[src/sdi_pkg.sv]
// ----------------------------------------------------------------------------
// SD card SPI init sequencer package
// Shared types, frame and status codes, retry limit and the command frame
// table (command byte, argument and precomputed CRC byte for each frame).
// ----------------------------------------------------------------------------
package sdi_pkg;

   // Number of loop passes after which an ACMD41 or CMD1 loop gives up.
   localparam int RETRY_LIMIT = 1024;
   localparam int RETRY_W     = $clog2(RETRY_LIMIT + 1);

   // Command frames that the sequencer can issue.
   localparam logic [2:0] FRAME_CMD0       = 3'd0;
   localparam logic [2:0] FRAME_CMD8       = 3'd1;
   localparam logic [2:0] FRAME_CMD55      = 3'd2;
   localparam logic [2:0] FRAME_ACMD41_HCS = 3'd3;
   localparam logic [2:0] FRAME_ACMD41     = 3'd4;
   localparam logic [2:0] FRAME_CMD1       = 3'd5;
   localparam logic [2:0] FRAME_CMD58      = 3'd6;

   // Final status codes.
   localparam logic [3:0] ST_OK             = 4'd0;
   localparam logic [3:0] ST_CMD8_NO_ANS    = 4'd1;
   localparam logic [3:0] ST_V2_CMD55_NO    = 4'd2;
   localparam logic [3:0] ST_V2_ACMD41_NO   = 4'd3;
   localparam logic [3:0] ST_V2_TIMEOUT     = 4'd4;
   localparam logic [3:0] ST_OCR_TIMEOUT    = 4'd5;
   localparam logic [3:0] ST_V1_CMD55A_NO   = 4'd6;
   localparam logic [3:0] ST_V1_ACMD41A_NO  = 4'd7;
   localparam logic [3:0] ST_V1_CMD55_NO    = 4'd8;
   localparam logic [3:0] ST_V1_ACMD41_NO   = 4'd9;
   localparam logic [3:0] ST_V1_TIMEOUT     = 4'd10;

   // One input item as held in the input register.
   typedef struct packed {
      logic       command;
      logic [7:0] response_byte;
      logic [7:0] ocr_first_byte;
      logic       ocr_timeout;
   } sdi_item_type;

   // Outcome of one item as decided by the sequencer.
   typedef struct packed {
      logic       emit;
      logic       finished;
      logic [2:0] frame;
      logic [3:0] status;
      logic       card_v2;
      logic       card_hc;
   } sdi_decision_type;

   // Fields of one command frame.
   typedef struct packed {
      logic [7:0]  command_byte;
      logic [31:0] argument;
      logic [7:0]  crc_byte;
   } sdi_frame_type;

   // CRC7 over the command byte and the four argument bytes, returned shifted
   // left with the end bit set. Evaluated at elaboration only.
   function automatic logic [7:0] crc7_frame(input logic [7:0] cmd, input logic [31:0] arg);
      logic [39:0] bits;
      logic [8:0]  crc;
      logic [9:0]  shifted;
      bits = {cmd, arg};
      crc  = '0;
      for (int b = 0; b < 5; b++) begin
         crc = crc ^ {1'b0, bits[39 - 8*b -: 8]};
         for (int k = 0; k < 8; k++) begin
            shifted = {crc, 1'b0};
            if (shifted[8]) begin
               shifted = shifted ^ 10'h012;
            end
            crc = shifted[8:0];
         end
      end
      return {crc[7:1], 1'b1};
   endfunction

   localparam logic [7:0] CRC_CMD0       = crc7_frame(8'h40, 32'h0000_0000);
   localparam logic [7:0] CRC_CMD8       = crc7_frame(8'h48, 32'h0000_01AA);
   localparam logic [7:0] CRC_CMD55      = crc7_frame(8'h77, 32'h0000_0000);
   localparam logic [7:0] CRC_ACMD41_HCS = crc7_frame(8'h69, 32'h4030_0000);
   localparam logic [7:0] CRC_ACMD41     = crc7_frame(8'h69, 32'h0000_0000);
   localparam logic [7:0] CRC_CMD1       = crc7_frame(8'h41, 32'h0000_0000);

   // Frame table lookup. CMD58 carries a fixed 0xFF in place of its CRC.
   function automatic sdi_frame_type frame_fields(input logic [2:0] frame);
      sdi_frame_type f;
      case (frame)
         FRAME_CMD0:       f = '{8'h40, 32'h0000_0000, CRC_CMD0};
         FRAME_CMD8:       f = '{8'h48, 32'h0000_01AA, CRC_CMD8};
         FRAME_CMD55:      f = '{8'h77, 32'h0000_0000, CRC_CMD55};
         FRAME_ACMD41_HCS: f = '{8'h69, 32'h4030_0000, CRC_ACMD41_HCS};
         FRAME_ACMD41:     f = '{8'h69, 32'h0000_0000, CRC_ACMD41};
         FRAME_CMD1:       f = '{8'h41, 32'h0000_0000, CRC_CMD1};
         FRAME_CMD58:      f = '{8'h7A, 32'h0000_0000, 8'hFF};
         default:          f = '0;
      endcase
      return f;
   endfunction

endpackage

[src/sdi_fsm.sv]
// ----------------------------------------------------------------------------
// SD card SPI init sequencer state machine
// Holds the sequence state and decides, for each item, the next frame to
// send or the final status. The decision is combinational on the item.
// ----------------------------------------------------------------------------
module sdi_fsm
   import sdi_pkg::*;
(
   input  logic             clock,
   input  logic             reset,
   input  logic             item_fire,
   input  sdi_item_type     item,
   output sdi_decision_type decision
);

   localparam logic [3:0] PH_IDLE   = 4'd0;
   localparam logic [3:0] PH_CMD0   = 4'd1;
   localparam logic [3:0] PH_CMD8   = 4'd2;
   localparam logic [3:0] PH_V2_55  = 4'd3;
   localparam logic [3:0] PH_V2_41  = 4'd4;
   localparam logic [3:0] PH_V2_58  = 4'd5;
   localparam logic [3:0] PH_V1_55A = 4'd6;
   localparam logic [3:0] PH_V1_41A = 4'd7;
   localparam logic [3:0] PH_V1_55  = 4'd8;
   localparam logic [3:0] PH_V1_41  = 4'd9;
   localparam logic [3:0] PH_V1_C1  = 4'd10;

   localparam logic [RETRY_W-1:0] RETRY_MAX = RETRY_W'(RETRY_LIMIT);

   logic [3:0]         phase_ff, phase_in;
   logic [RETRY_W-1:0] retry_ff, retry_in;
   logic               second_try_ff, second_try_in;
   logic               kind_v2_ff, kind_v2_in;
   logic               kind_hc_ff, kind_hc_in;

   logic [RETRY_W-1:0] pass_count;
   logic               pass_timeout;
   logic               resp_none;
   logic               resp_zero;
   logic               resp_idle;

   assign resp_none    = (item.response_byte == 8'hFF);
   assign resp_zero    = (item.response_byte == 8'h00);
   assign resp_idle    = (item.response_byte == 8'h01);
   // The retry count never reaches the limit while a loop is running.
   assign pass_count   = retry_ff + 1'b1;
   assign pass_timeout = (pass_count >= RETRY_MAX);

   // Next state and outcome for the item at hand.
   always_comb begin
      phase_in      = phase_ff;
      retry_in      = retry_ff;
      second_try_in = second_try_ff;
      kind_v2_in    = kind_v2_ff;
      kind_hc_in    = kind_hc_ff;
      decision          = '0;

      if (!item.command) begin
         // Start: restart the sequence from CMD0.
         kind_v2_in    = 1'b0;
         kind_hc_in    = 1'b0;
         retry_in      = '0;
         second_try_in = 1'b0;
         decision.emit  = 1'b1;
         decision.frame = FRAME_CMD0;
         phase_in       = PH_CMD0;
      end else begin
         case (phase_ff)
            PH_CMD0: begin
               decision.emit = 1'b1;
               if (resp_idle || second_try_ff) begin
                  decision.frame = FRAME_CMD8;
                  phase_in       = PH_CMD8;
               end else begin
                  second_try_in  = 1'b1;
                  decision.frame = FRAME_CMD0;
                  phase_in       = PH_CMD0;
               end
            end
            PH_CMD8: begin
               decision.emit = 1'b1;
               if (resp_none) begin
                  decision.finished = 1'b1;
                  decision.status   = ST_CMD8_NO_ANS;
                  phase_in          = PH_IDLE;
               end else begin
                  retry_in       = '0;
                  decision.frame = FRAME_CMD55;
                  if (item.response_byte != 8'h05) begin
                     kind_v2_in = 1'b1;
                     phase_in   = PH_V2_55;
                  end else begin
                     phase_in   = PH_V1_55A;
                  end
               end
            end
            PH_V2_55, PH_V2_41: begin
               decision.emit = 1'b1;
               if (resp_none) begin
                  decision.finished = 1'b1;
                  decision.status   = (phase_ff == PH_V2_55) ? ST_V2_CMD55_NO
                                                             : ST_V2_ACMD41_NO;
                  phase_in          = PH_IDLE;
               end else if (phase_ff == PH_V2_55 && resp_idle) begin
                  decision.frame = FRAME_ACMD41_HCS;
                  phase_in       = PH_V2_41;
               end else if (phase_ff == PH_V2_41 && resp_zero) begin
                  decision.frame = FRAME_CMD58;
                  phase_in       = PH_V2_58;
               end else begin
                  // Loop pass ended without success.
                  retry_in = pass_count;
                  if (pass_timeout) begin
                     decision.finished = 1'b1;
                     decision.status   = ST_V2_TIMEOUT;
                     phase_in          = PH_IDLE;
                  end else begin
                     decision.frame = FRAME_CMD55;
                     phase_in       = PH_V2_55;
                  end
               end
            end
            PH_V2_58: begin
               decision.emit     = 1'b1;
               decision.finished = 1'b1;
               phase_in          = PH_IDLE;
               if (item.ocr_timeout) begin
                  decision.status = ST_OCR_TIMEOUT;
               end else begin
                  decision.status = ST_OK;
                  if (item.ocr_first_byte[6]) begin
                     kind_hc_in = 1'b1;
                  end
               end
            end
            PH_V1_55A: begin
               decision.emit = 1'b1;
               if (resp_none) begin
                  decision.finished = 1'b1;
                  decision.status   = ST_V1_CMD55A_NO;
                  phase_in          = PH_IDLE;
               end else begin
                  decision.frame = FRAME_ACMD41;
                  phase_in       = PH_V1_41A;
               end
            end
            PH_V1_41A: begin
               decision.emit = 1'b1;
               if (resp_none) begin
                  decision.finished = 1'b1;
                  decision.status   = ST_V1_ACMD41A_NO;
                  phase_in          = PH_IDLE;
               end else begin
                  retry_in = '0;
                  if (resp_zero) begin
                     decision.frame = FRAME_CMD55;
                     phase_in       = PH_V1_55;
                  end else begin
                     decision.frame = FRAME_CMD1;
                     phase_in       = PH_V1_C1;
                  end
               end
            end
            PH_V1_55, PH_V1_41, PH_V1_C1: begin
               decision.emit = 1'b1;
               if (resp_none && phase_ff == PH_V1_55) begin
                  decision.finished = 1'b1;
                  decision.status   = ST_V1_CMD55_NO;
                  phase_in          = PH_IDLE;
               end else if (resp_none && phase_ff == PH_V1_41) begin
                  decision.finished = 1'b1;
                  decision.status   = ST_V1_ACMD41_NO;
                  phase_in          = PH_IDLE;
               end else if (phase_ff == PH_V1_55 && resp_idle) begin
                  decision.frame = FRAME_ACMD41;
                  phase_in       = PH_V1_41;
               end else if (phase_ff != PH_V1_55 && resp_zero) begin
                  decision.finished = 1'b1;
                  decision.status   = ST_OK;
                  phase_in          = PH_IDLE;
               end else begin
                  // Failed pass: the latest answer picks ACMD41 or CMD1 next.
                  retry_in = pass_count;
                  if (pass_timeout) begin
                     decision.finished = 1'b1;
                     decision.status   = ST_V1_TIMEOUT;
                     phase_in          = PH_IDLE;
                  end else if (resp_zero) begin
                     decision.frame = FRAME_CMD55;
                     phase_in       = PH_V1_55;
                  end else begin
                     decision.frame = FRAME_CMD1;
                     phase_in       = PH_V1_C1;
                  end
               end
            end
            default: begin
               // A response while idle is dropped.
               decision.emit = 1'b0;
            end
         endcase
      end

      decision.card_v2 = kind_v2_in;
      decision.card_hc = kind_hc_in;
   end

   // Sequence state, updated once per transfer taken from the input register.
   always_ff @(posedge clock) begin
      if (reset) begin
         phase_ff      <= PH_IDLE;
         retry_ff      <= '0;
         second_try_ff <= 1'b0;
         kind_v2_ff    <= 1'b0;
         kind_hc_ff    <= 1'b0;
      end else if (item_fire) begin
         phase_ff      <= phase_in;
         retry_ff      <= retry_in;
         second_try_ff <= second_try_in;
         kind_v2_ff    <= kind_v2_in;
         kind_hc_ff    <= kind_hc_in;
      end
   end

   // The retry count stays below the limit while a sequence is running.
   assert property (@(posedge clock) disable iff (reset)
      phase_ff != PH_IDLE |-> retry_ff < RETRY_MAX)
      else $error("retry count reached the limit without ending the loop");

   // A start transfer always leaves the sequencer waiting for the CMD0 answer.
   assert property (@(posedge clock) disable iff (reset)
      item_fire && !item.command |=> phase_ff == PH_CMD0 && !kind_v2_ff && !kind_hc_ff)
      else $error("start transfer did not restart the sequence");

   // High capacity is only reported for a version-2 card.
   assert property (@(posedge clock) disable iff (reset) kind_hc_ff |-> kind_v2_ff)
      else $error("high capacity flag set without version-2 card");

endmodule

[src/sd_spi_card_init_sequencer.sv]
// ----------------------------------------------------------------------------
// SD card SPI-mode initialization sequencer
// Host-side sequencer: takes start and card-response transfers and returns
// the next command frame to send or the final status of the sequence.
// ----------------------------------------------------------------------------
// The block takes one transfer per clock while the result side is not
// stalled. An accepted transfer loads the input register, and its result
// loads the result register once that register is free or draining. The
// state machine decides combinationally between those two registers, and
// the CRC bytes come from a constant frame table, so a new transfer may
// follow every cycle while the result side is not stalled; a stalled result
// holds the input register and thus the request side. A response transfer
// that arrives while no sequence is running produces no result.
module sd_spi_card_init_sequencer
   import sdi_pkg::*;
(
   input  logic        clock,
   input  logic        reset,
   input  logic        req_valid,
   output logic        req_stall,
   input  logic        req_command,
   input  logic [7:0]  req_response_byte,
   input  logic [7:0]  req_ocr_first_byte,
   input  logic        req_ocr_timeout,
   output logic        rsp_valid,
   input  logic        rsp_stall,
   output logic        rsp_finished,
   output logic [7:0]  rsp_command_byte,
   output logic [31:0] rsp_argument,
   output logic [7:0]  rsp_crc_byte,
   output logic [3:0]  rsp_status,
   output logic        rsp_card_v2,
   output logic        rsp_card_hc,
   output logic        rsp_high_speed
);

   logic             in_valid_ff, in_valid_in;
   sdi_item_type     item_ff;
   logic             rsp_valid_ff, rsp_valid_in;
   logic             rsp_finished_ff;
   logic [7:0]       rsp_command_byte_ff;
   logic [31:0]      rsp_argument_ff;
   logic [7:0]       rsp_crc_byte_ff;
   logic [3:0]       rsp_status_ff;
   logic             rsp_card_v2_ff;
   logic             rsp_card_hc_ff;
   logic             rsp_high_speed_ff;

   logic             req_accept;
   logic             fire;
   sdi_decision_type decision;
   sdi_frame_type    frame;

   // The held transfer moves on when the result register is free or draining.
   assign fire       = in_valid_ff && (!rsp_valid_ff || !rsp_stall);
   assign req_stall  = in_valid_ff && !fire;
   assign req_accept = req_valid && !req_stall;

   sdi_fsm u_fsm (
      .clock     (clock),
      .reset     (reset),
      .item_fire (fire),
      .item      (item_ff),
      .decision  (decision)
   );

   assign frame = frame_fields(decision.frame);

   // Valid flags of the input and result registers.
   always_comb begin
      if (req_accept) begin
         in_valid_in = 1'b1;
      end else if (fire) begin
         in_valid_in = 1'b0;
      end else begin
         in_valid_in = in_valid_ff;
      end

      if (fire) begin
         rsp_valid_in = decision.emit;
      end else if (!rsp_stall) begin
         rsp_valid_in = 1'b0;
      end else begin
         rsp_valid_in = rsp_valid_ff;
      end
   end

   always_ff @(posedge clock) begin
      if (reset) begin
         in_valid_ff  <= 1'b0;
         rsp_valid_ff <= 1'b0;
      end else begin
         in_valid_ff  <= in_valid_in;
         rsp_valid_ff <= rsp_valid_in;
      end
   end

   // Input register payload.
   always_ff @(posedge clock) begin
      if (req_accept) begin
         item_ff.command        <= req_command;
         item_ff.response_byte  <= req_response_byte;
         item_ff.ocr_first_byte <= req_ocr_first_byte;
         item_ff.ocr_timeout    <= req_ocr_timeout;
      end
   end

   // Result register payload; frame fields read zero in a final status.
   always_ff @(posedge clock) begin
      if (fire && decision.emit) begin
         rsp_finished_ff     <= decision.finished;
         rsp_command_byte_ff <= decision.finished ? 8'h00 : frame.command_byte;
         rsp_argument_ff     <= decision.finished ? 32'h0 : frame.argument;
         rsp_crc_byte_ff     <= decision.finished ? 8'h00 : frame.crc_byte;
         rsp_status_ff       <= decision.finished ? decision.status : ST_OK;
         rsp_card_v2_ff      <= decision.card_v2;
         rsp_card_hc_ff      <= decision.card_hc;
         rsp_high_speed_ff   <= decision.finished && (decision.status == ST_OK);
      end
   end

   assign rsp_valid        = rsp_valid_ff;
   assign rsp_finished     = rsp_finished_ff;
   assign rsp_command_byte = rsp_command_byte_ff;
   assign rsp_argument     = rsp_argument_ff;
   assign rsp_crc_byte     = rsp_crc_byte_ff;
   assign rsp_status       = rsp_status_ff;
   assign rsp_card_v2      = rsp_card_v2_ff;
   assign rsp_card_hc      = rsp_card_hc_ff;
   assign rsp_high_speed   = rsp_high_speed_ff;

   // A result held under stall is never overwritten by a new decision.
   assert property (@(posedge clock) disable iff (reset)
      rsp_valid_ff && rsp_stall |-> !fire)
      else $error("held input moved while the result register was stalled");

   // A stalled result stays valid until it is taken.
   assert property (@(posedge clock) disable iff (reset)
      rsp_valid_ff && rsp_stall |=> rsp_valid_ff)
      else $error("stalled result was dropped");

   // High speed is only signaled for a successful final status.
   assert property (@(posedge clock) disable iff (reset)
      rsp_valid_ff && rsp_high_speed_ff |-> rsp_finished_ff && rsp_status_ff == ST_OK)
      else $error("high speed flagged without a successful end");

endmodule

[config.mk]
export PLATFORM = sky130hd
export DESIGN_NAME = sd_spi_card_init_sequencer
export DESIGN_NICKNAME = d
export VERILOG_FILES = /design/src/sdi_pkg.sv /design/src/sdi_fsm.sv /design/src/sd_spi_card_init_sequencer.sv
export SDC_FILE = /design/constraint.sdc
export NUM_CORES = 1
export LEC_CHECK = 0
export BUFFER_PORTS_ARGS = -buffer_cell sky130_fd_sc_hd__buf_2
export CAP_MARGIN = 20
export CORE_MARGIN = 8
export CORE_UTILIZATION = 48
export CTS_CLUSTER_DIAMETER = 50
export DETAILED_ROUTE_END_ITERATION = 10
export GPL_TIMING_DRIVEN = 1
export MAX_ROUTING_LAYER = met4
export PLACE_DENSITY = 0.76
export SYNTH_ARGS = -nofsm -noshare
export SYNTH_HDL_FRONTEND = slang
export SYNTH_SLANG_ARGS = --single-unit
export TNS_END_PERCENT = 1
[constraint.sdc]
create_clock -name clock -period 2.4 [get_ports clock]
set_input_delay 0.24 -clock clock [delete_from_list [all_inputs] [get_ports clock]]
set_output_delay 0.24 -clock clock [all_outputs]
set_load 0.01 [all_outputs]
==> results.md <==
* Capture point of the critical path: u_fsm.retry_ff[8]$_SDFFE_PP0P_
* Multi-input gate area at approximately 0.0015 mm²
* Startpoint Class: flip-flop
* Max frequency at between 400 and 500 MHz
* Post-synth EDFFs at 34
* Total Nets Final at around 450
* Post-layout total power at about 1.9 mW
* Worst hold margin at 0.0926 ns
* Antenna Cells at 0
* Inst Count DP at between 400 and 500
* Core Area at 0.00631 mm²
* Clock sink total at 54
* DRC errors left at 0
* Mean Syn Cell Area at 9.21 µm²
* Crit-path cells: buf_4 -> and4b_1 -> o2111a_1 -> a221o_2 -> a21o_4 -> or4_1 -> a21oi_1
* Post-Synth Adder-Cell Area at 0.00403
* Layout cells sized above 1 at 0.341
* Die span in y at roughly 96 µm
* Drt total wl at between 8000 and 9000 µm
* Hold Crit Class: input port to flip-flop
* Cts bufs inserted at 5
* Port buffer count at 47
* Seq/Total Area, Yosys at 0.458
* # rows at 29
* DR pass1 iterations at 5
* R2r setup slk at ~0.07 ns
* Syn Inst Count at around 340
* Finished Cell Area at about 0.0039 mm²
* Skew final at between 0.008 and 0.009 ns
* First-pass GRT wire length at roughly 13,000 µm
* CP endpoint kind: flip-flop
* Iter 0 DRT Violations at around 270
* Slew margin rel. at 0.675
* Die Footprint at about 0.0093 mm²
* Period utilization at 0.971
* Largest family of logic cells by synthesized area: simple AND/OR/NAND/NOR gates
* Compound-cell area share of the yosys netlist at 0.185
* Most common cell in the synthesized netlist: nor2_1
* Vias in the first global route at between 2,000 and 3,000
* Top-area cell type share of the netlist area at 0.329
* Area contributors post-synth: edfxtp_1, dfxtp_1, buf_4
* GRT Overall Usage at 0.185
* Post-Layout Cell Count at roughly 500
* Synth cell types at between 50 and 60
* Setup violations, final at 0
* Io pins at 80
* Total grt overflow at 0
* Placer Congestion at 0.913
* Fillers at 563
* H-Tree Depth at 2
* Worst-path clk slew at approximately 0.1 ns
* Post-synth top cells: nor2_1, edfxtp_1, buf_4
* Slew @ Worst Pin at around 0.48 ns
* Synth Area in XOR/XNOR at 0.0254
* FF+latch count, synth at between 50 and 60
* Root Driver: clkbuf_8
* Placed cell area at about 0.0036 mm²
* Critical path class: flip-flop to flip-flop
* Prevailing post-synth register cell: edfxtp_1
* Max VDD drop at approximately 0.3 mV
* Multiplexer share of the synthesized area at 0.00363
* Data required time at the worst endpoint at 2.64 ns
* Clk buf depth at 2
* Worst r2r dst: u_fsm.retry_ff[8]$_SDFFE_PP0P_
* Vias/cell at around 5.5
* Largest net degree at the start of global routing at 25
* Critical-path maximum fanout at 6
* Leak at approximately 1.5 nW
* Initial antenna violation count at 0
* Post-synth top area cell: edfxtp_1
* WL/cell at between 15 and 20 µm
* Max_cap viols at 0
* Via count at 2,795
* R2r startpoint: item_ff[9]$_DFFE_PP_
* ANT nets after route at 0
* CTS tree: built
* CP startpoint: item_ff[9]$_DFFE_PP_
* Status: completed
* Dpl hpwl at approximately 6500 µm
* Crit-path max cell delay at about 0.46 ns
* Initial Util at 0.492
* Arr. time, crit path at about 2.6 ns
* Final Hold Violating Endpoints at 0
* Mapped cell area at about 0.0031 mm²
* Die width at about 96 µm
* Slowest-stage cell, CP: edfxtp_1
* Post-synthesis simple-gate area fraction at 0.215
* Async S/R FF share, synth at 0
* Layout area overhead at 27.0%
* Clk_lat worst skew at around 0.32 ns
* P per Cell Area at about 480 mW/mm²
* RSZ-0062 raised after global routing: yes
* Minimum clock period at around 2.3 ns
* Slew Viols, Final at 0
* R2R cell count at 7
* Yosys warns at 0
* Storage element area at 0.00143 mm²
==> how the worst min path moves through the flow <==
| stage | from | endpoint | slack (ns) | cells past startpoint |
|---|---|---|---|---|
| finish | req_response_byte[5] | item_ff[14]$_DFFE_PP_ | 0.09 | 1 |
| detailed placement | req_response_byte[7] | item_ff[16]$_DFFE_PP_ | 0.42 | 1 |
| global placement | req_response_byte[1] | item_ff[10]$_DFFE_PP_ | 0.42 | 1 |
| global route | req_response_byte[5] | item_ff[14]$_DFFE_PP_ | 0.09 | 1 |
| floorplan | reset | rsp_valid$_SDFFE_PP0P_ | 0.31 | 1 |
| CTS | req_response_byte[5] | item_ff[14]$_DFFE_PP_ | 0.09 | 1 |
==> worst max-delay path, delay by kind of cell, from the launching register on <==
kind            cells  cell delay, ns
compound gates      4            1.06
simple gates        2            0.57
flops               1            0.46
buf+inv             1            0.17
==> cell usage in the layout (no fill, tap or decap), drive strengths merged, types with 6 or more instances in the layout <==
cell type  Yosys  layout
a21oi         24      24
xnor2          9       9
o21ai         16      16
edfxtp        34      34
clkbuf         6       6
nand4          6       6
nand3          6       6
nor2          41      41
nor3           7       7
nor4           7       7
inv           13      13
nand2b         7       7
nand2         28      28
a211oi         7       7
a31oi          8       8
dfxtp         20      20
buf           36     104
conb           1      25
==> cell families (layout without fill, tap and decap cells) <==
kind of cell / count (synthesis) / in the layout
other: 1 / 25
flip-flops: 54 / 54
multiplexers: 1 / 1
buffers and inverters: 55 / 125
AND/OR/NAND/NOR: 131 / 131
adder cells (fa/ha/maj): 1 / 1
AO/OA/AOI/OAI: 85 / 85
XOR/XNOR: 9 / 9
==> what timing repair did <==
action | in CTS | in global routing
hold buffers | 0 | 0
endpoints found under the setup margin | 2 | 17
gates resized for setup | 1 | 28
buffers inserted | 0 | 6
pin swaps | 0 | 12
hold endpoints to repair | 0 | 0
==> area by class of cell <==
type | count | share of cell area
multi-input combinational | 252 | 0.391
sequential | 54 | 0.363
timing repair buffer | 104 | 0.176
tap | 77 | 0.0244
clock buffer | 6 | 0.0238
inverter | 13 | 0.0124
clock inverter | 2 | 0.00984
==> flip-flops by register name, indices dropped and copies added, names as in the netlist, 2 cells and up <==
name,flops
rsp_crc_byte,8
rsp_status,4
rsp_command_byte,5
rsp_argument,2
u_fsm.retry_ff,11
u_fsm.phase_ff,4
item_ff,11
==> layer usage <==
| layer | GRT usage | part of all wire |
|---|---|---|
| met1 | 0.224 | 0.41 |
| met2 | 0.304 | 0.48 |
| met3 | 0.0355 | 0.089 |
| met4 | 0.0643 | 0.022 |
| met5 | - | 0 |
==> power by group <==
group	internal [mW]	switching (mW)	total (mW)
registers	1.01	0.0209	1.03
clock network	0.376	0.304	0.680
logic	0.0622	0.102	0.165
==> per-stage QoR <==
stage          setup TNS (ns)   util  worst slack (ns)
2_1_floorplan               0      -           0.00795
3_3_place_gp                0  0.578            0.0722
3_5_place_dp          -0.0428  0.578           -0.0428
4_1_cts                     0  0.600            0.0305
5_1_grt                -0.142  0.624           -0.0376
6_report                    0  0.624            0.0701
(Power assumes the default switching activity.)
